<file path="src/rtl/core/ezt_pkg.sv">
package ezt_pkg;

    localparam int ANGLE_BITS       = 16;
    localparam int CORDIC_STEPS_DEF = 16;
    localparam int Q30_W            = 34;
    localparam int ATAN_DEPTH       = 24;
    localparam int FIFO_DEPTH       = 4;

    localparam logic signed [Q30_W-1:0] Q30_HALF_PI = 34'sh06487ED51;
    localparam logic signed [Q30_W-1:0] Q30_PI      = 34'sh0C90FDAA2;
    localparam logic signed [Q30_W-1:0] Q30_GAIN    = 34'sh026DD3B6A;
    localparam logic signed [15:0]      ONE_Q14     = 16'sd16384;

    typedef struct packed {
        logic signed [ANGLE_BITS-1:0] roll_angle;
        logic signed [ANGLE_BITS-1:0] pitch_angle;
        logic signed [ANGLE_BITS-1:0] yaw_angle;
        logic signed [31:0]           shift_x;
        logic signed [31:0]           shift_y;
        logic signed [31:0]           shift_z;
    } ezt_in_t;

    typedef struct packed {
        logic signed [15:0] rot_00;
        logic signed [15:0] rot_01;
        logic signed [15:0] rot_02;
        logic signed [15:0] rot_10;
        logic signed [15:0] rot_11;
        logic signed [15:0] rot_12;
        logic signed [15:0] rot_20;
        logic signed [15:0] rot_21;
        logic signed [15:0] rot_22;
        logic signed [31:0] out_x;
        logic signed [31:0] out_y;
        logic signed [31:0] out_z;
    } ezt_out_t;

    // front-end product of angle classification
    typedef struct packed {
        logic signed [Q30_W-1:0] z_roll;
        logic signed [Q30_W-1:0] z_pitch;
        logic signed [Q30_W-1:0] z_yaw;
        logic [2:0]              flip;
        logic signed [31:0]      shift_x;
        logic signed [31:0]      shift_y;
        logic signed [31:0]      shift_z;
    } ezt_job_t;

    function automatic logic signed [Q30_W-1:0] atan_q30(input int idx);
        logic [31:0] v;
        case (idx)
            0: v = 32'h3243F6A8;   1: v = 32'h1DAC6705;
            2: v = 32'h0FADBAFC;   3: v = 32'h07F56EA6;
            4: v = 32'h03FEAB76;   5: v = 32'h01FFD55B;
            6: v = 32'h00FFFAAA;   7: v = 32'h007FFF55;
            8: v = 32'h003FFFEA;   9: v = 32'h001FFFFD;
            10: v = 32'h000FFFFF;  11: v = 32'h0007FFFF;
            12: v = 32'h0003FFFF;  13: v = 32'h0001FFFF;
            14: v = 32'h0000FFFF;  15: v = 32'h00007FFF;
            16: v = 32'h00003FFF;  17: v = 32'h00001FFF;
            18: v = 32'h00000FFF;  19: v = 32'h000007FF;
            20: v = 32'h000003FF;  21: v = 32'h000001FF;
            22: v = 32'h000000FF;  23: v = 32'h0000007F;
            default: v = 32'h0;
        endcase
        return $signed({2'b00, v});
    endfunction

    // (a*b + 2^29) >> 30, operands fit in 34 bits
    function automatic logic signed [Q30_W-1:0] mul_q30(
        input logic signed [Q30_W-1:0] a,
        input logic signed [Q30_W-1:0] b
    );
        logic signed [2*Q30_W-1:0] p;
        p = a * b + (68'sd1 <<< 29);
        return p[30 +: Q30_W];
    endfunction

    function automatic logic signed [15:0] to_q14(input logic signed [Q30_W-1:0] v);
        logic signed [Q30_W:0] r;
        r = ($signed({v[Q30_W-1], v}) + (35'sd1 <<< 15)) >>> 16;
        if (r > 35'sd16384)
            return ONE_Q14;
        else if (r < -35'sd16384)
            return -ONE_Q14;
        else
            return r[15:0];
    endfunction

endpackage

</file>
<file path="src/rtl/core/ezt_front.sv">
module ezt_front (
    input  logic              clk,
    input  logic              rst_n,
    input  logic              in_valid,
    input  ezt_pkg::ezt_in_t  in_item,
    output logic              job_valid,
    output ezt_pkg::ezt_job_t job
);
    import ezt_pkg::*;

    localparam int SHIFT = 33 - ANGLE_BITS;

    logic              job_valid_reg;
    ezt_job_t          job_reg;
    ezt_job_t          job_next;
    logic signed [Q30_W-1:0] zr;
    logic signed [Q30_W-1:0] zp;
    logic signed [Q30_W-1:0] zy;
    logic signed [Q30_W-1:0] rr;
    logic signed [Q30_W-1:0] rp;
    logic signed [Q30_W-1:0] ry;
    logic fr;
    logic fp;
    logic fy;

    assign zr = Q30_W'(in_item.roll_angle) <<< SHIFT;
    assign zp = Q30_W'(in_item.pitch_angle) <<< SHIFT;
    assign zy = Q30_W'(in_item.yaw_angle) <<< SHIFT;

    always_comb
    begin
        fr = (zr > Q30_HALF_PI) || (zr < -Q30_HALF_PI);
        fp = (zp > Q30_HALF_PI) || (zp < -Q30_HALF_PI);
        fy = (zy > Q30_HALF_PI) || (zy < -Q30_HALF_PI);
        rr = fr ? ((zr > 0) ? zr - Q30_PI : zr + Q30_PI) : zr;
        rp = fp ? ((zp > 0) ? zp - Q30_PI : zp + Q30_PI) : zp;
        ry = fy ? ((zy > 0) ? zy - Q30_PI : zy + Q30_PI) : zy;
        job_next.z_roll  = rr;
        job_next.z_pitch = rp;
        job_next.z_yaw   = ry;
        job_next.flip    = {fy, fp, fr};
        job_next.shift_x = in_item.shift_x;
        job_next.shift_y = in_item.shift_y;
        job_next.shift_z = in_item.shift_z;
    end

    always_ff @(posedge clk or negedge rst_n)
    begin
        if (!rst_n)
            job_valid_reg <= 1'b0;
        else
            job_valid_reg <= in_valid;
    end

    always_ff @(posedge clk)
    begin
        if (in_valid)
            job_reg <= job_next;
    end

    assign job_valid = job_valid_reg;
    assign job       = job_reg;
endmodule

</file>
<file path="config.mk">
export PLATFORM = sky130hd
export DESIGN_NAME = ezt_front
export DESIGN_NICKNAME = d
export VERILOG_FILES = /design/src/rtl/core/ezt_pkg.sv /design/src/rtl/core/ezt_front.sv
export SDC_FILE = /design/constraint.sdc
export NUM_CORES = 1
export LEC_CHECK = 0
export BUFFER_PORTS_ARGS = -buffer_cell sky130_fd_sc_hd__buf_2
export CAP_MARGIN = 20
export CORE_MARGIN = 10
export CORE_UTILIZATION = 52
export CTS_BUF_LIST = sky130_fd_sc_hd__clkbuf_8
export DETAILED_ROUTE_END_ITERATION = 16
export MAX_ROUTING_LAYER = met4
export PLACE_DENSITY = 0.95
export SKIP_LAST_GASP = 1
export SYNTH_ARGS = -nofsm -noshare
export SYNTH_HDL_FRONTEND = slang
export SYNTH_SLANG_ARGS = --single-unit
</file>
<file path="constraint.sdc">
create_clock -name clk -period 1.3 [get_ports clk]
set_clock_uncertainty 0.15 [all_clocks]
set_input_delay 0.195 -clock clk [delete_from_list [all_inputs] [get_ports clk]]
set_output_delay 0.195 -clock clk [all_outputs]
set_load 0.005 [all_outputs]
</file>
# Word level (Yosys, flattened, before mapping)
# Index checks and enable logic that the tools add are counted.
dict set report word_totals {
  ff_bits 202
  in_bits 147
  out_inout_bits 202
  elab_cells 35
}
dict set report op_classes {
  add_sub_neg 6
  n_lt_le_gt_ge 9
  n_mux 6
  n_reduce_logical 3
}
# operator count
set ops {}
lappend ops {{$mux W34} 6}
lappend ops {{$add A33 B33 Y34 const B} 3}
lappend ops {{$sub A33 B33 Y34 const B} 3}
lappend ops {{$gt A33 B1 Y1 const B} 3}
lappend ops {{$gt A33 B32 Y1 const B} 3}
lappend ops {{$lt A33 B32 Y1 const B} 3}
lappend ops {{$logic_or A1 B1 Y1} 3}

# Longest topological paths before layout
dict set report depth {
  word_depth 3
  ltp_mapped 9
  ltp_nobuf 8
}

# Worst setup path after synthesis
# No wires, ideal clock.
dict set report synth_timing {
  path_type {input to register}
  from {in in_item[112] (netlist name)}
  to {reg job_reg, in the netlist job[162], data pin}
  setup_ns 0.262
  t_arrival_ns 1.695
  t_required_ns 0.888
  slack_ns -0.807
  cell_stages 9
  path_buffers 1
  cell_sequence {inv_1 ha_1 nor3b_1 and4_1 or2_2 buf_4 a211o_1 a21oi_1 xor2_1}
}
dict set report synth_between {
  elab_chain_len 3
  elab_cells_between_ends 8
  classes_between {2 x add/sub; 3 x order compare; 2 x mux; 1 x reduce/logical}
}
# element line
set synth_lines {}
lappend synth_lines {{start: declaration} ezt_front.sv:5} ;# input ezt_pkg::ezt_in_t in_item,
lappend synth_lines {{$add A33 B33 Y34, or another cell as far along} ezt_front.sv:36} ;# rp = fp ? ((zp > 0) ? zp - Q30_PI : zp + Q30_PI) : zp;
lappend synth_lines {{$mux W34 or $logic_or A1 B1 Y1 (tied branches)} {ezt_front.sv:36, ezt_front.sv:33}}
lappend synth_lines {{$mux W34 (*)} ezt_front.sv:36}
lappend synth_lines {{via rp[29]} ezt_front.sv:20} ;# logic signed [Q30_W-1:0] rp;
lappend synth_lines {{end signal: assignment} ezt_front.sv:58} ;# job_reg <= job_next;
lappend synth_lines {{end: declaration} ezt_front.sv:14} ;# ezt_job_t job_reg;
# The timed path passes the listed nets; every way through them passes the cells marked *.
# A chain may end at the register's enable or synchronous reset.

# Worst setup path in the final report
dict set report layout_timing {
  from {in in_item[100] (netlist name)}
  to {reg job_reg, in the netlist job[126], data pin}
}
dict set report layout_between {
  elab_chain_len 3
  elab_cells_between_ends 8
  classes_between {2 x add/sub; 3 x order compare; 2 x mux; 1 x reduce/logical}
}
# element line
set layout_lines {}
lappend layout_lines {{$add A33 B33 Y34, or another cell as far along} ezt_front.sv:37} ;# ry = fy ? ((zy > 0) ? zy - Q30_PI : zy + Q30_PI) : zy;
lappend layout_lines {{$mux W34 or $logic_or A1 B1 Y1 (tied branches)} {ezt_front.sv:37, ezt_front.sv:34}}
lappend layout_lines {{$mux W34 (*)} ezt_front.sv:37}
lappend layout_lines {{via ry[27]} ezt_front.sv:21} ;# logic signed [Q30_W-1:0] ry;
# Marked as above.

==> results.sh <==
export IMPL_status="finished, violations left"
export IMPL_failed_checks="setup timing"
export IMPL_peakVddDrop_v=0.0007618
export IMPL_p_switching_w=0.004722
export IMPL_layout_common_cells="buf_2, buf_4, edfxtp_1"
export IMPL_synth_avg_cell_area_um2=13.23
export IMPL_synth_async_sr_flop_share_pct=0.6250
export IMPL_relSlewSlack_pct=49.89
export IMPL_grt_overflow_total=0
export IMPL_fin_util_pct=94.91
export IMPL_drt_total_wl_mm=48.14
export IMPL_seq_power_share_pct=45.5
export IMPL_die_h_um=140.6
export IMPL_grt_pass1_wl_mm=56.28
export IMPL_vias_per_cell=6.675
export IMPL_first_global_vias=8671
export IMPL_layout_nets=1322
export IMPL_cap_violations=0
export IMPL_p_leak_nw=5.817
export IMPL_hold_ws_ns=0.03455
export IMPL_drv_slew=0
export IMPL_power_frac_comb_pct=27.1
export IMPL_io_buffers=345
export IMPL_p_sw_share_pct=32.97
export IMPL_postRouteAntennaNets=0
export IMPL_vias=9085
export IMPL_final_common_cell="buf_2"
export IMPL_numClockSinks=160
export IMPL_post_synth_num_cell_types=74
export IMPL_hold_end="job[158]"
export IMPL_drc=0
export IMPL_area_growth_pct=80.27
export IMPL_die_w_um=140.6
export IMPL_min_from="in_item[120]"
export IMPL_p_clk_share_pct=27.4
export IMPL_synth_edf_count=159
export IMPL_numCtsBuffers=17
export IMPL_antenna_found_initial=1
export IMPL_gp_congestion=0.9669
export IMPL_largest_reg_flops=159
export IMPL_drive_above_1_share_pct=63.95
export IMPL_final_setup_viol_count=259
export IMPL_final_area_um2=13640
export IMPL_worstHoldPathCells=3
export IMPL_start_util_pct=52.65
export IMPL_drtIter0Drc=1581
export IMPL_p_int_w=0.009599
export IMPL_root_buffer="clkbuf_8"
export IMPL_finalCritPeriodShare_pct=162.7
export IMPL_crit_required_ns=1.41
export IMPL_ys_seq_area_share_pct=63.45
export IMPL_rsz0062_at_grt="true"
export IMPL_crit_type="in -> reg"
export IMPL_layoutNonFillerInstCount=1361
export IMPL_dpl_hpwl_mm=22.27
export IMPL_postPlaceCellArea_um2=10670
export IMPL_hp_class="in -> reg"
export IMPL_synth_top_flop_cell="edfxtp_1"
export IMPL_grt_max_degree=39
export IMPL_syn_area_um2=7565
export IMPL_clockBufferDepth=2
export IMPL_crit_fanout=9
export IMPL_firstDrtPassIters=7
export IMPL_hold_viol_final=0
export IMPL_grt_use_total_pct=38.74
export IMPL_std_cell_rows=44
export IMPL_clk_pin_slew_ns=0.11
export IMPL_coreArea_um2=14370
export IMPL_max_freq_ghz=0.4727
export IMPL_fin_crit_ns=2.115
export IMPL_cp_arrival_ns=2.22
export IMPL_yosysWarnings=0
export IMPL_end_kind="flip-flop"
export IMPL_htreeDepth=4
export IMPL_synthCells=572
export IMPL_dieArea_um2=19770
export IMPL_power_density_nw_per_um2=1050
export IMPL_worstSetupStartpointType="primary input"
export IMPL_setup_slack_ns=-0.8153
export IMPL_ioPinCount=349
export IMPL_dp_cells=1186
export IMPL_ys_seq_elements=160
export IMPL_worst_slew_pin_slew_ns=0.7435
export IMPL_wl_per_cell_um=35.37
export IMPL_cts_tree="yes"
==> worst max-delay path: stages <==
cell	delay, ns
buf_4	0.16
o41ai_2	0.74
a211o_4	0.30
a21boi_4	0.26
buf_12	0.18
a211oi_2	0.07
xor2_1	0.30
==> what timing repair did <==
| item | in CTS | in global routing |
|---|---|---|
| cloned | 0 | 1 |
| endpoints found under the hold margin | 109 | 1 |
| resized for setup | 147 | 135 |
| setup endpoints to repair | 253 | 259 |
| hold buffers | 105 | 1 |
| setup buffers | 24 | 24 |
| pin swaps | 66 | 55 |
==> power groups by stage <==
stage,combinational [W],clock [W],sequential (W)
floorplan,0.00102,0,0.00656
global placement,0.00239,0,0.00647
detailed placement,0.00250,0,0.00650
CTS,0.00308,0.00363,0.00640
global route,0.00392,0.00407,0.00653
finish,0.00388,0.00393,0.00651
==> synthesized netlist by cell type, types with 4 or more instances <==
cell        n  area [um2]
clkbuf_1    7       26.28
nor3_1     16       80.08
xor2_1     27       236.5
a311o_1     4       40.04
a211oi_1    5       37.54
nand2b_1    5       31.28
xnor2_1    15       131.4
ha_1       12       150.1
a211oi_2    6       75.07
a21oi_1    20       100.1
and3_1      5       31.28
nor3b_1     4       30.03
buf_4      49       367.9
edfxtp_1  159        4775
o21bai_1    7       52.55
nor2_1     31       116.4
a31oi_1    10       62.56
nor4_1      9       56.30
inv_1      21       78.83
nand2_1    36       135.1
o21ai_0    13       65.06
o41ai_1     4       35.03
or3_1       4       25.02
buf_2      20       100.1
nand3_1    10       50.05
==> worst max path at each step <==
| stage | slack, ns | endpoint | from |
|---|---|---|---|
| after floorplan | -0.73 | job[127] | in_item[104] |
| after global placement | -0.84 | job[191] | in_item[132] |
| after detailed placement | -0.96 | job[191] | in_item[140] |
| after CTS | -0.32 | job[123] | in_item[106] |
| after global routing | -0.76 | job[126] | in_item[100] |
| final | -0.82 | job[126] | in_item[100] |
==> through the flow <==
| stage | total power (W) | TNS, ns | worst slack (ns) |
|---|---|---|---|
| 3_3_place_gp | 0.008854 | -42.74 | -0.8442 |
| 2_1_floorplan | 0.007579 | -32.03 | -0.7266 |
| 4_1_cts | 0.01311 | -27.85 | -0.3249 |
| 6_report | 0.01432 | -53.04 | -0.8153 |
| 3_5_place_dp | 0.009005 | -46.17 | -0.9601 |
| 5_1_grt | 0.01452 | -57.56 | -0.7644 |
==> kinds of logic (layout without fill, tap and decap cells) <==
| logic type | Yosys count | in the layout | synth area share (%) |
|---|---|---|---|
| compound gates | 109 | 109 | 11.25 |
| xor+xnor | 42 | 42 | 4.863 |
| fa+ha+maj | 12 | 12 | 1.985 |
| buf+inv | 104 | 706 | 8.270 |
| flops | 160 | 160 | 63.45 |
| mux | 1 | 1 | 0.1323 |
| other cells | 1 | 4 | 0.04957 |
| simple gates | 143 | 143 | 10.01 |
==> metal layers <==
metal	global-route usage [%]	up-vias	part of all wire [%]
li1	-	3260	-
met1	39.21	4155	29
met2	65.30	1217	46
met3	10.61	453	14
met4	24.46	0	11
met5	-	-	0
==> area by class of cell <==
type                    count  area (um2)
inverters                  22       130.1
multi-input cells         310        3332
flip-flops and latches    160        4800
clock buffers              17       234.0
well taps                 184       230.2
fillers                   383       732.0
repair buffers            652        4758
diodes                      1       2.502
clock inverters            15       150.1
(Power assumes the default switching activity.)
