$ cat src/rtl/core/ezt_pkg.sv
package ezt_pkg;

    localparam int ANGLE_BITS       = 16;
    localparam int CORDIC_STEPS_DEF = 16;
    localparam int Q30_W            = 34;
    localparam int ATAN_DEPTH       = 24;
    localparam int FIFO_DEPTH       = 4;

    localparam logic signed [Q30_W-1:0] Q30_HALF_PI = 34'sh06487ED51;
    localparam logic signed [Q30_W-1:0] Q30_PI      = 34'sh0C90FDAA2;
    localparam logic signed [Q30_W-1:0] Q30_GAIN    = 34'sh026DD3B6A;
    localparam logic signed [15:0]      ONE_Q14     = 16'sd16384;

    typedef struct packed {
        logic signed [ANGLE_BITS-1:0] roll_angle;
        logic signed [ANGLE_BITS-1:0] pitch_angle;
        logic signed [ANGLE_BITS-1:0] yaw_angle;
        logic signed [31:0]           shift_x;
        logic signed [31:0]           shift_y;
        logic signed [31:0]           shift_z;
    } ezt_in_t;

    typedef struct packed {
        logic signed [15:0] rot_00;
        logic signed [15:0] rot_01;
        logic signed [15:0] rot_02;
        logic signed [15:0] rot_10;
        logic signed [15:0] rot_11;
        logic signed [15:0] rot_12;
        logic signed [15:0] rot_20;
        logic signed [15:0] rot_21;
        logic signed [15:0] rot_22;
        logic signed [31:0] out_x;
        logic signed [31:0] out_y;
        logic signed [31:0] out_z;
    } ezt_out_t;

    // front-end product of angle classification
    typedef struct packed {
        logic signed [Q30_W-1:0] z_roll;
        logic signed [Q30_W-1:0] z_pitch;
        logic signed [Q30_W-1:0] z_yaw;
        logic [2:0]              flip;
        logic signed [31:0]      shift_x;
        logic signed [31:0]      shift_y;
        logic signed [31:0]      shift_z;
    } ezt_job_t;

    function automatic logic signed [Q30_W-1:0] atan_q30(input int idx);
        logic [31:0] v;
        case (idx)
            0: v = 32'h3243F6A8;   1: v = 32'h1DAC6705;
            2: v = 32'h0FADBAFC;   3: v = 32'h07F56EA6;
            4: v = 32'h03FEAB76;   5: v = 32'h01FFD55B;
            6: v = 32'h00FFFAAA;   7: v = 32'h007FFF55;
            8: v = 32'h003FFFEA;   9: v = 32'h001FFFFD;
            10: v = 32'h000FFFFF;  11: v = 32'h0007FFFF;
            12: v = 32'h0003FFFF;  13: v = 32'h0001FFFF;
            14: v = 32'h0000FFFF;  15: v = 32'h00007FFF;
            16: v = 32'h00003FFF;  17: v = 32'h00001FFF;
            18: v = 32'h00000FFF;  19: v = 32'h000007FF;
            20: v = 32'h000003FF;  21: v = 32'h000001FF;
            22: v = 32'h000000FF;  23: v = 32'h0000007F;
            default: v = 32'h0;
        endcase
        return $signed({2'b00, v});
    endfunction

    // (a*b + 2^29) >> 30, operands fit in 34 bits
    function automatic logic signed [Q30_W-1:0] mul_q30(
        input logic signed [Q30_W-1:0] a,
        input logic signed [Q30_W-1:0] b
    );
        logic signed [2*Q30_W-1:0] p;
        p = a * b + (68'sd1 <<< 29);
        return p[30 +: Q30_W];
    endfunction

    function automatic logic signed [15:0] to_q14(input logic signed [Q30_W-1:0] v);
        logic signed [Q30_W:0] r;
        r = ($signed({v[Q30_W-1], v}) + (35'sd1 <<< 15)) >>> 16;
        if (r > 35'sd16384)
            return ONE_Q14;
        else if (r < -35'sd16384)
            return -ONE_Q14;
        else
            return r[15:0];
    endfunction

endpackage

$ cat src/rtl/core/ezt_queue.sv
module ezt_queue (
    input  logic              clk,
    input  logic              rst_n,
    input  logic              push,
    input  ezt_pkg::ezt_job_t push_data,
    output logic              pop_valid,
    output ezt_pkg::ezt_job_t pop_data,
    output logic              full
);
    import ezt_pkg::*;

    localparam int AW = $clog2(FIFO_DEPTH);

    ezt_job_t         mem [FIFO_DEPTH];
    logic [AW-1:0]    wr_reg;
    logic [AW-1:0]    rd_reg;
    logic [AW:0]      cnt_reg;
    logic             pop;

    // back end never stalls, so drain whenever something is queued
    assign pop       = cnt_reg != '0;
    assign pop_valid = pop;
    assign pop_data  = mem[rd_reg];
    assign full      = cnt_reg == (AW+1)'(FIFO_DEPTH);

    always_ff @(posedge clk or negedge rst_n)
    begin
        if (!rst_n)
        begin
            wr_reg  <= '0;
            rd_reg  <= '0;
            cnt_reg <= '0;
        end
        else
        begin
            if (push)
                wr_reg <= wr_reg + 1'b1;
            if (pop)
                rd_reg <= rd_reg + 1'b1;
            cnt_reg <= cnt_reg + (AW+1)'(push) - (AW+1)'(pop);
        end
    end

    always_ff @(posedge clk)
    begin
        if (push)
            mem[wr_reg] <= push_data;
    end
endmodule

$ cat config.mk
export PLATFORM = sky130hd
export DESIGN_NAME = ezt_queue
export DESIGN_NICKNAME = d
export VERILOG_FILES = /design/src/rtl/core/ezt_pkg.sv /design/src/rtl/core/ezt_queue.sv
export SDC_FILE = /design/constraint.sdc
export NUM_CORES = 1
export LEC_CHECK = 0
export ABC_AREA = 1
export BUFFER_PORTS_ARGS = -buffer_cell sky130_fd_sc_hd__buf_4
export CORE_ASPECT_RATIO = 1.5
export CORE_UTILIZATION = 39
export CTS_BUF_LIST = sky130_fd_sc_hd__clkbuf_8
export DETAILED_ROUTE_END_ITERATION = 10
export GPL_TIMING_DRIVEN = 0
export PLACE_DENSITY_LB_ADDON = 0.08
export SYNTH_ARGS = -nofsm -noshare
export SYNTH_HDL_FRONTEND = slang
export SYNTH_SLANG_ARGS = --single-unit
$ cat constraint.sdc
create_clock -name clk -period 11.1 [get_ports clk]
set_input_delay 0.555 -clock clk [delete_from_list [all_inputs] [get_ports clk]]
set_output_delay 0.555 -clock clk [all_outputs]
set_load 0.05 [all_outputs]
# Word-level counts from Yosys, hierarchy flattened
# Memory sizes are Yosys's and may differ from the RTL's.
# Cells that the tools add are included.
dict set report word_totals {
  register_bits 7
  ram_bits 804
  in_bits 204
  out_inout_bits 203
  elab_cells 12
  mem_count 1
}
# name depth word_bits read_ports rd_clocked_by_memory_dff wr line_no
set memory_table {}
lappend memory_table {mem 4 201 1 0 1 ezt_queue.sv:14} ;# ezt_job_t mem [FIFO_DEPTH];
dict set report classes {
  n_addsub 4
  eq_ne 1
  mux 2
  n_reduce_logical 1
}
# operator count
set ops {}
lappend ops {{$add A2 B1 Y2 const B} 2}
lappend ops {{$add A3 B1 Y3} 1}
lappend ops {{$eq A3 B3 Y1 const B} 1}
lappend ops {{$reduce_bool A3 Y1} 1}
lappend ops {{$sub A3 B1 Y3} 1}
lappend ops {{$mux W1} 2}

# Logic depth before layout (Yosys ltp)
# Gate-level depths: netlist of run 1.
dict set report depth {
  depth_word 2
  mapped_depth 11
  depth_no_buf 11
}

# Worst setup path before layout of run 1
# Ideal clock, no wire load.
dict set report synth_path {
  path_kind {in2reg}
  start {input port push}
  end {memory mem[1][0] (netlist bit) (enable)}
  t_arrival_ns 4.737
  slack_ns 5.810
  path_stages 3
  path_buffers 1
  path_cell_list {clkbuf_1 -> nand2_1 -> inv_1}
}
dict set report synth_via {
  elab_chain_cells 2
}
# element line_no
set synth_rtl {}
lappend synth_rtl {{start: declaration} ezt_queue.sv:4} ;# input logic push,
lappend synth_rtl {{$mux W1} ezt_queue.sv:46} ;# if (push)
lappend synth_rtl {{$mux W1 (implied by the code)} ezt_queue.sv:47} ;# mem[wr_reg] <= push_data;
lappend synth_rtl {{end: declaration} ezt_queue.sv:14}
# Every way passes these cells.

==> parameters.txt, run 1 <==
Parameter                              Value

Floorplan
  Vertical die dimension    approximately 370 um
  Die Span X    about 240 um
  Standard cell core area    between 80000 and 90000 um^2
  Boundary Pins    407
  FP Rows    132
  Initial core utilization    0.3953
  Die Outline Area    89100 um^2

Yosys
  Proportion of netlist area held by the largest area contributor    0.7044
  Number of warnings printed during yosys synthesis    0
  Mean instance size in the synthesized netlist    10.70 um^2
  Post-synth EDFFs    roughly 800
  Synth Register Bits    ~800
  Count of mapped cells out of synthesis    about 3200
  Cells taking the most area after synthesis    sky130_fd_sc_hd__edfxtp_1, sky130_fd_sc_hd__nand2_1, sky130_fd_sc_hd__inv_1
  Post-synthesis sequential area ratio    0.7095
  Dominant synthesized flop cell    sky130_fd_sc_hd__edfxtp_1
  Post-synth cell types    17
  Total nets after synthesis    about 3400
  Synth Cell Area    roughly 34000 um^2
  Async set-reset flop share out of synthesis    0.008631
  Post-synthesis cell type with the largest combined area    sky130_fd_sc_hd__edfxtp_1

Run
  Count of maximum capacitance violations    0

Route
  Remaining routing DRC violations    0
  Total via count in the routed design    approximately 23000
  Iteration-0 DRC count of the detailed router    1010
  Metal2 WL    44290 um
  Wire length per cell    between 15 and 20 um
  Via density per instance    roughly 4.4
  Count of nets left with antenna violations after detail routing    0
  Final routed wirelength across all metal layers    slightly below 90000 um
  Highest metal layer with signal wires    met5
  Length of the first detailed-routing pass in iterations    5
  Routed wire length on met3    5814 um
  Routed met1 length    36600 um

Setup path
  Delay of the slowest critical-path stage    0.44 ns
  Crit Path Max Fanout    10
  Kind of cell with the highest combined delay on the critical path    buffers and inverters
  List of cells traversed by the critical path    buf_2 -> buf_2 -> buf_2 -> nand3_1 -> nand2_1 -> buf_4
  Crit start category    flop
  WP depth    6
  Max stage delay cell, worst path    sky130_fd_sc_hd__buf_2
  WP buf/inv    4
  Req. time, crit path    about 11 ns
  Worst setup EP type    primary output
  WS Path Type    flop to primary output
  Crit-path most repeated cell    sky130_fd_sc_hd__buf_2
  Worst reg-to-reg setup slack    between 8 and 9 ns
  Endpoint arrival time on the critical path    between 2 and 3 ns
  Depth of the worst register-to-register path    6

STA
  Highest achievable clock rate    317.6 MHz
  Post-route clock period utilization    0.2837
  Max-slew violation total from the final report    0
  Final setup violation count    0
  Final count of hold timing violations    0
  Worst rel slew slack    0.5603
  Setup repair after global routing missed its margin    false
  Final sum of negative setup slack    0 ns
  Worst-Margin Slew    roughly 0.66 ns
  Shortest clock period the worst path allows after layout    about 3.1 ns
  Final worst hold slack    0.4908 ns
  Layout Skew    between 0.02 and 0.03 ns
  Post-layout worst setup margin    about 8.0 ns

Clock tree
  Clock tree root buffer cell    sky130_fd_sc_hd__clkbuf_8
  Number of gates given a new drive strength after cts    0
  Clock latency on the worst-skew pair    approximately 0.80 ns
  Clock tree from TritonCTS    done
  H-tree depth reported by CTS    4
  Clk sink count    ~800
  CTS clock-pin slew for the worst setup and hold paths    ~0.060 ns
  Number of buffers between clock root and the deepest sink    3
  Num CTS Buffers    131

Layout
  Flip-flop count of the largest register after layout    approximately 800
  Final Net Count    4165
  # fillers    just under 8000
  Cell area after layout    43300 um^2
  Post-synthesis to final-layout area growth    26.34%
  Most common library cell in the layout ignoring fill and taps    sky130_fd_sc_hd__nand2_1
  Fraction of layout cells with a size suffix above 1    0.1727
  Most frequent cells in the layout    sky130_fd_sc_hd__nand2_1, sky130_fd_sc_hd__inv_1, sky130_fd_sc_hd__edfxtp_1, sky130_fd_sc_hd__buf_4, sky130_fd_sc_hd__nand3_1

Run status
  Status    finished clean

Power and ir drop
  Pwr per Cell Area    between 200 and 300 nW/um^2
  Static leakage    between 0.02 and 0.025 uW
  Design Power    about 13000 uW
  Worst vdd rail ir drop    around 210 uV

Hold path
  Worst Hold Depth    2
  Worst hold path class    primary input to flop

Placed design
  Detailed-placement wirelength estimate    between 50000 and 60000 um
  Dpl ws    between 8 and 9 ns
  Final RePlAce weighted congestion    0.7418
  Instance area at placement    roughly 40000 um^2
  Count of buffers from port buffering    about 410

Global route
  Maximum number of pins on one net before global-route repair    between 90 and 100
  Overall overflow remaining after global route    0
  Wire length of the first global-routing pass    roughly 130000 um
  Via count of the first global-routing pass    ~22000
  Number of antenna violations at the first check in global routing    15
  GRT Overall Usage    0.2006
[synth_stat cells (6+ instances only)]
master,n
sky130_fd_sc_hd__ha_1,6
sky130_fd_sc_hd__edfxtp_1,804
sky130_fd_sc_hd__nand2_1,1023
sky130_fd_sc_hd__inv_1,816
sky130_fd_sc_hd__clkbuf_1,8
sky130_fd_sc_hd__buf_4,16
sky130_fd_sc_hd__dfrtp_1,7
sky130_fd_sc_hd__nand3_1,405
sky130_fd_sc_hd__buf_6,31
sky130_fd_sc_hd__buf_2,80
[final timing paths]
kind,from,endpoint
min,push_data[158],mem[1][158]
min in group asynchronous,rst_n,wr_reg[0]
max in group asynchronous,rst_n,rd_reg[0]
max,rd_reg[1],pop_data[133]
max reg2reg,wr_reg[0],mem[0][100]
min reg2reg,cnt_reg[1],cnt_reg[2]
[where the power goes]
part	internal (uW)	switching [uW]
clock network	1160	1130
registers	4000	102
logic	1680	4630
[layer usage]
layer  vias to the layer above  track usage
met5                         -            0
met4                        12      0.06814
met3                       150      0.06139
met2                       567       0.3482
met1                     10488       0.2345
li1                      11497            -
[worst reg2reg max path: stages, from the launching register on]
cell                      delay, ns
sky130_fd_sc_hd__dfrtp_1       0.43
sky130_fd_sc_hd__inv_1         0.10
sky130_fd_sc_hd__ha_1          0.15
sky130_fd_sc_hd__nand2_1       0.13
sky130_fd_sc_hd__inv_8         0.31
sky130_fd_sc_hd__buf_16        0.41
sky130_fd_sc_hd__buf_16        0.47
[kinds of logic (layout without fill, tap and decap cells)]
group,count (synthesis),in the layout,synth area share
adder cells (fa/ha/maj),7,7,0.002774
AO/OA/AOI/OAI,1,1,0.0001459
flip-flops,811,811,0.7095
buffers and inverters,953,1786,0.1159
other,0,8,0
AND/OR/NAND/NOR,1430,1430,0.1714
XOR/XNOR,1,1,0.0002556
[per-stage QoR]
| step | std cells | utilization |
|---|---|---|
| 2_1_floorplan | 3203 | - |
| 3_3_place_gp | 4748 | 0.4469 |
| 3_5_place_dp | 4756 | 0.4498 |
| 4_1_cts | 5175 | 0.4992 |
| 5_1_grt | 5183 | 0.4994 |
| 6_report | 5183 | 0.4994 |
[cell type report]
cell class                 count  area [um^2]  area share
antenna                        8        20.02   0.0004623
buffer                       135        899.6     0.02077
clock buffer                 135         1858     0.04291
clock inverter                80        385.4    0.008899
inverter                     818         3103     0.07166
multi-input combinational   1439         5984      0.1382
sequential                   811        24320      0.5616
tap                         1139         1425     0.03291
timing repair buffer         618         5310      0.1226
[what timing repair did]
action,CTS,global route
hold endpoints to repair,812,0
hold buffers,204,0
endpoints found under the setup margin,0,0
buffers inserted,0,0
No activity file was read; power rests on OpenSTA's default activity.
==> run 2, diff against run 1 <==
Clock period 11.1 ns to 3.2 ns, I/O delays scaled along.
==> parameters.txt, run 2 (synthesis gave the netlist of run 1 again) <==
Parameter                              Value

Layout
  Post-synthesis to final-layout area growth    29.68%
  Final Net Count    around 4300
  Flip-flop count of the largest register after layout    approximately 800
  Final core utilization    0.5126
  Cell Count, Final, Fillers Out    5290
  Most frequent cells in the layout    sky130_fd_sc_hd__nand2_1, sky130_fd_sc_hd__inv_1, sky130_fd_sc_hd__edfxtp_1, sky130_fd_sc_hd__buf_4, sky130_fd_sc_hd__nand3_1
  Most common library cell in the layout ignoring fill and taps    sky130_fd_sc_hd__nand2_1
  Fraction of layout cells with a size suffix above 1    0.1752

Power and ir drop
  Static leakage    between 0.02 and 0.025 uW
  Design Power    approximately 44000 uW
  Pwr per Cell Area    about 1000 nW/um^2
  Worst vdd rail ir drop    just under 800 uV

Clock tree
  Clock tree from TritonCTS    done
  Num CTS Buffers    130
  Clock tree root buffer cell    sky130_fd_sc_hd__clkbuf_8
  Number of buffers between clock root and the deepest sink    3
  CTS clock-pin slew for the worst setup and hold paths    approximately 0.06 ns
  Clock latency on the worst-skew pair    approximately 0.82 ns
  H-tree depth reported by CTS    4
  Clk sink count    811

Floorplan
  Boundary Pins    407
  FP Rows    between 100 and 150
  Die Span X    around 240 um
  Die Outline Area    89100 um^2
  Initial core utilization    0.3953
  Standard cell core area    86710 um^2
  Vertical die dimension    between 300 and 400 um

Global route
  Via count of the first global-routing pass    ~23000
  Wire length of the first global-routing pass    133900 um
  Maximum number of pins on one net before global-route repair    35
  GRT Overall Usage    0.2020
  Overall overflow remaining after global route    0
  Number of antenna violations at the first check in global routing    11

STA
  Worst-Margin Slew    between 0.9 and 1 ns
  Final setup violation count    0
  Shortest clock period the worst path allows after layout    approximately 2.8 ns
  Worst rel slew slack    0.3794
  Final sum of negative setup slack    0 ns
  Setup repair after global routing missed its margin    false
  Highest achievable clock rate    around 360 MHz
  Max-slew violation total from the final report    0
  Final count of hold timing violations    0
  Post-route clock period utilization    0.8617
  Layout Skew    roughly 0.022 ns
  Final worst hold slack    roughly 0.093 ns

Hold path
  Worst Hold Endpoint    mem[3][116]
  Hold_sp    push_data[116]
  Worst hold path class    primary input to flop
  Worst Hold Depth    2

Run
  Count of maximum capacitance violations    0

Route
  Via density per instance    approximately 4.4
  Iteration-0 DRC count of the detailed router    ~1000
  Final routed wirelength across all metal layers    slightly below 90000 um
  Wire length per cell    around 17 um
  Total via count in the routed design    23253
  Remaining routing DRC violations    0
  Length of the first detailed-routing pass in iterations    7
  Count of nets left with antenna violations after detail routing    0

Placed design
  Final RePlAce weighted congestion    around 0.74
  Detailed-placement wirelength estimate    56960 um
  Count of buffers from port buffering    406
  Cell Count Post-Placement    between 4000 and 5000

Setup path
  Crit Path Max Fanout    10
  Reg-to-Reg Start    wr_reg[0]
  Destination of the worst register-to-register timing path    mem[1][129]
  Req. time, crit path    a little over 3 ns
  Worst setup EP type    primary output
  WS Path Type    flop to primary output
  Crit start category    flop
  Worst reg-to-reg setup slack    0.58 ns
  Depth of the worst register-to-register path    6
  Endpoint arrival time on the critical path    between 2 and 3 ns

Run status
  Status    finished clean
==> run 2: cell count changes in the layout (fill, tap and decap cells not counted), moves of 2 or more <==
cell	delta
sky130_fd_sc_hd__dlygate4sd3_1	+86
sky130_fd_sc_hd__inv_6	+2
sky130_fd_sc_hd__ha_2	+3
sky130_fd_sc_hd__clkinvlp_4	+6
sky130_fd_sc_hd__buf_12	+24
sky130_fd_sc_hd__ha_1	-3
sky130_fd_sc_hd__nand2_2	+4
sky130_fd_sc_hd__clkinv_1	-11
sky130_fd_sc_hd__buf_16	-8
sky130_fd_sc_hd__nand2_1	-4
sky130_fd_sc_hd__inv_1	+11
sky130_fd_sc_hd__inv_8	-3
==> run 2: where the power goes <==
part           internal (uW)  switching, uW  leakage, uW
logic                   6070          16000       0.0118
registers              13900            359      0.00747
clock network           3970           3980      0.00133
==> run 2: how the worst max path moves through the flow <==
stage / from / to / slack [ns] / cells past startpoint
floorplan: wr_reg[0] / mem[0][0] / -0.87 / 4
global placement: wr_reg[0] / mem[2][79] / -4.06 / 4
detailed placement: wr_reg[1] / mem[1][104] / 0.51 / 7
CTS: rd_reg[1] / pop_data[108] / 0.25 / 6
global route: rd_reg[1] / pop_data[26] / 0.24 / 6
finish: rd_reg[1] / pop_data[26] / 0.44 / 6
==> run 2: critical path: stages (launching register included) <==
cell	delay [ns]
sky130_fd_sc_hd__dfrtp_1	0.31
sky130_fd_sc_hd__buf_2	0.21
sky130_fd_sc_hd__buf_2	0.43
sky130_fd_sc_hd__buf_2	0.35
sky130_fd_sc_hd__nand3_1	0.11
sky130_fd_sc_hd__nand2_1	0.13
sky130_fd_sc_hd__buf_4	0.22
==> run 2: cell type report <==
class	count	area, um^2
Timing Repair Buffer	720	6431
Fill cell	7837	42260
Clock buffer	135	1858
Tap cell	1139	1425
Inverter	818	3088
Multi-Input combinational cell	1439	6002
Sequential cell	811	24320
Antenna cell	7	17.52
Clock inverter	86	407.9
Buffer	135	899.6
==> run 2: metrics by stage <==
stage	worst slack (ns)	area [um^2]
floorplan	-0.8737	34310
global placement	-4.064	38780
detailed placement	0.5110	39260
CTS	0.2493	44430
global route	0.2372	44450
finish	0.4426	44450
==> run 2: layer usage <==
layer | up-vias | global-route usage | part of all wire | wire [um]
li1 | 11712 | - | - | -
met1 | 10825 | 0.2360 | 0.41 | 36530
met2 | 558 | 0.3514 | 0.50 | 44860
met3 | 150 | 0.05831 | 0.061 | 5454
met4 | 8 | 0.07328 | 0.025 | 2245
met5 | - | 0 | 0.00056 | 50
==> run 2: repair_timing <==
action | in CTS | in global routing
hold buffers | 290 | 0
setup buffers | 0 | 0
resized for setup | 0 | 0
hold endpoints to repair | 816 | 0
==> run 3, diff against run 2 <==
Clock period 3.2 ns to 2.4 ns, I/O delays scaled along.
==> parameters.txt, run 3 (synthesis gave the netlist of run 1 again) <==
Parameter                              Value

Route
  Count of nets left with antenna violations after detail routing    0
  Final routed wirelength across all metal layers    ~90000 um
  Iteration-0 DRC count of the detailed router    approximately 1100
  Wire length per cell    16.84 um
  Remaining routing DRC violations    0
  Total via count in the routed design    around 24000
  Via density per instance    4.403
  Length of the first detailed-routing pass in iterations    5

STA
  Post-layout worst setup margin    -0.01451 ns
  Post-route clock period utilization    1.006
  Highest achievable clock rate    414.2 MHz
  Worst rel slew slack    0.3292
  Final count of hold timing violations    0
  Max-slew violation total from the final report    0
  Final sum of negative setup slack    -0.06959 ns
  Worst-Margin Slew    roughly 1 ns
  Shortest clock period the worst path allows after layout    about 2.4 ns
  Final setup violation count    9
  Setup repair after global routing missed its margin    true
  Layout Skew    around 0.022 ns

Clock tree
  Clock latency on the worst-skew pair    just over 0.8 ns
  Num CTS Buffers    130
  Number of buffers between clock root and the deepest sink    3
  H-tree depth reported by CTS    4
  Post-CTS setup repair buffer count    0
  CTS clock-pin slew for the worst setup and hold paths    0.06 ns
  Clock tree root buffer cell    sky130_fd_sc_hd__clkbuf_8
  Clock tree from TritonCTS    done
  Clk sink count    811

Placed design
  Final RePlAce weighted congestion    around 0.74
  Detailed-placement wirelength estimate    56960 um
  Count of buffers from port buffering    406

Floorplan
  Initial core utilization    0.3953
  Vertical die dimension    365.1 um
  Boundary Pins    slightly above 400
  FP Rows    around 130
  Standard cell core area    around 87000 um^2
  Die Span X    about 240 um
  Die Outline Area    a little under 90000 um^2

Run status
  Failing checks    negative setup slack
  Status    finished, violations left

Setup path
  Max stage delay cell, worst path    sky130_fd_sc_hd__dfrtp_1
  Worst reg-to-reg setup slack    0.03 ns
  Kind of cell with the highest combined delay on the critical path    buffers and inverters
  Crit Path Max Fanout    10
  WP buf/inv    5
  WP depth    8
  Depth of the worst register-to-register path    7
  Crit-path most repeated cell    sky130_fd_sc_hd__nand2_1
  Delay of the slowest critical-path stage    0.39 ns
  WS Path Type    flop to primary output
  List of cells traversed by the critical path    buf_12 -> inv_16 -> buf_16 -> buf_8 -> nand2_1 -> nand3_1 -> nand2_1 -> buf_4
  Endpoint arrival time on the critical path    2.29 ns
  Worst setup path endpoint    pop_data[140]
  Worst setup EP type    primary output
  Worst Setup SP    rd_reg[0]
  Crit start category    flop
  Reg-to-Reg Start    wr_reg[1]
  Req. time, crit path    2.28 ns
  Destination of the worst register-to-register timing path    mem[1][129]

Power and ir drop
  Pwr per Cell Area    around 1300 nW/um^2
  Worst vdd rail ir drop    1048 uV
  Static leakage    approximately 0.021 uW

Hold path
  Worst hold path class    primary input to flop
  Hold_sp    push_data[169]

Layout
  Final Net Count    about 4300
  Most common library cell in the layout ignoring fill and taps    sky130_fd_sc_hd__nand2_1
  Most frequent cells in the layout    sky130_fd_sc_hd__nand2_1, sky130_fd_sc_hd__inv_1, sky130_fd_sc_hd__edfxtp_1, sky130_fd_sc_hd__buf_4, sky130_fd_sc_hd__nand3_1
  Flip-flop count of the largest register after layout    between 800 and 900
  Post-synthesis to final-layout area growth    33.94%
  Fraction of layout cells with a size suffix above 1    0.1764
  Final core utilization    0.5295
  # fillers    between 7000 and 8000

Global route
  Via count of the first global-routing pass    23301
  Maximum number of pins on one net before global-route repair    35
  Overall overflow remaining after global route    0
  Number of antenna violations at the first check in global routing    10
  GRT Overall Usage    0.2042
  Wire length of the first global-routing pass    approximately 140000 um

Run
  Count of maximum capacitance violations    0
[run 3: metal layers]
metal | up-vias | routed length [um] | track usage
li1 | 11876 | - | -
met1 | 11009 | 36600 | 0.2373
met2 | 590 | 45600 | 0.3551
met3 | 142 | 5959 | 0.06087
met4 | 8 | 2161 | 0.07451
met5 | - | 52 | 0
[run 3: repair_timing]
action                     CTS  global route
hold endpoints to repair   816             0
setup endpoints to repair  471           490
cloned                       1             2
resized for setup          175            44
hold buffers               361             0
[run 3: metrics by stage]
| stage | worst slack (ns) | std cells | instance area [um^2] | power (uW) | hold WS [ns] |
|---|---|---|---|---|---|
| after floorplan | -1.674 | 3203 | 34310 | 38560 | -0.1756 |
| after global placement | -4.864 | 4748 | 38780 | 47900 | -0.05821 |
| after detailed placement | -0.2890 | 4772 | 39260 | 48830 | -0.05736 |
| after CTS | -0.1499 | 5355 | 45700 | 61320 | 0.0008397 |
| after global routing | -0.1626 | 5363 | 45900 | 64180 | 0.01042 |
| final | -0.01451 | 5366 | 45910 | 60840 | 0.08414 |
[run 3: how the worst min path moves through the flow]
stage / slack [ns] / endpoint / depth (start not counted)
floorplan: -0.18 / cnt_reg[0] / 0
global placement: -0.06 / cnt_reg[0] / 1
detailed placement: -0.06 / rd_reg[0] / 1
CTS: 0.0008 / mem[3][170] / 2
global route: 0.01 / mem[1][169] / 2
finish: 0.08 / mem[1][169] / 2
[run 3: worst reg2reg max path, stage by stage, from the launching register on]
cell and delay (ns):
sky130_fd_sc_hd__dfrtp_1 0.40, sky130_fd_sc_hd__inv_1 0.12, sky130_fd_sc_hd__ha_1 0.17, sky130_fd_sc_hd__nand2_2 0.09, sky130_fd_sc_hd__clkinvlp_4 0.42, sky130_fd_sc_hd__buf_12 0.28
sky130_fd_sc_hd__buf_12 0.27, sky130_fd_sc_hd__buf_12 0.27
[run 3: area by class of cell]
class | count | area [um^2] | share of cell area
sequential | 811 | 24320 | 0.5297
buffer | 135 | 1489 | 0.03243
inverter | 818 | 3104 | 0.06762
antenna | 9 | 22.52 | 0.0004906
clock buffer | 135 | 1858 | 0.04047
multi-input combinational | 1439 | 6022 | 0.1312
tap | 1139 | 1425 | 0.03104
timing repair buffer | 791 | 7247 | 0.1579
timing repair inverter | 3 | 15.01 | 0.0003270
clock inverter | 86 | 407.9 | 0.008885
[run 3: power breakdown]
group	internal, uW	switching [uW]	leakage [uW]	total [uW]
clock	5300	5320	0.00133	10600
combinational	9490	21800	0.0124	31300
sequential	18500	483	0.00747	19000
total	33300	27600	0.0212	60800
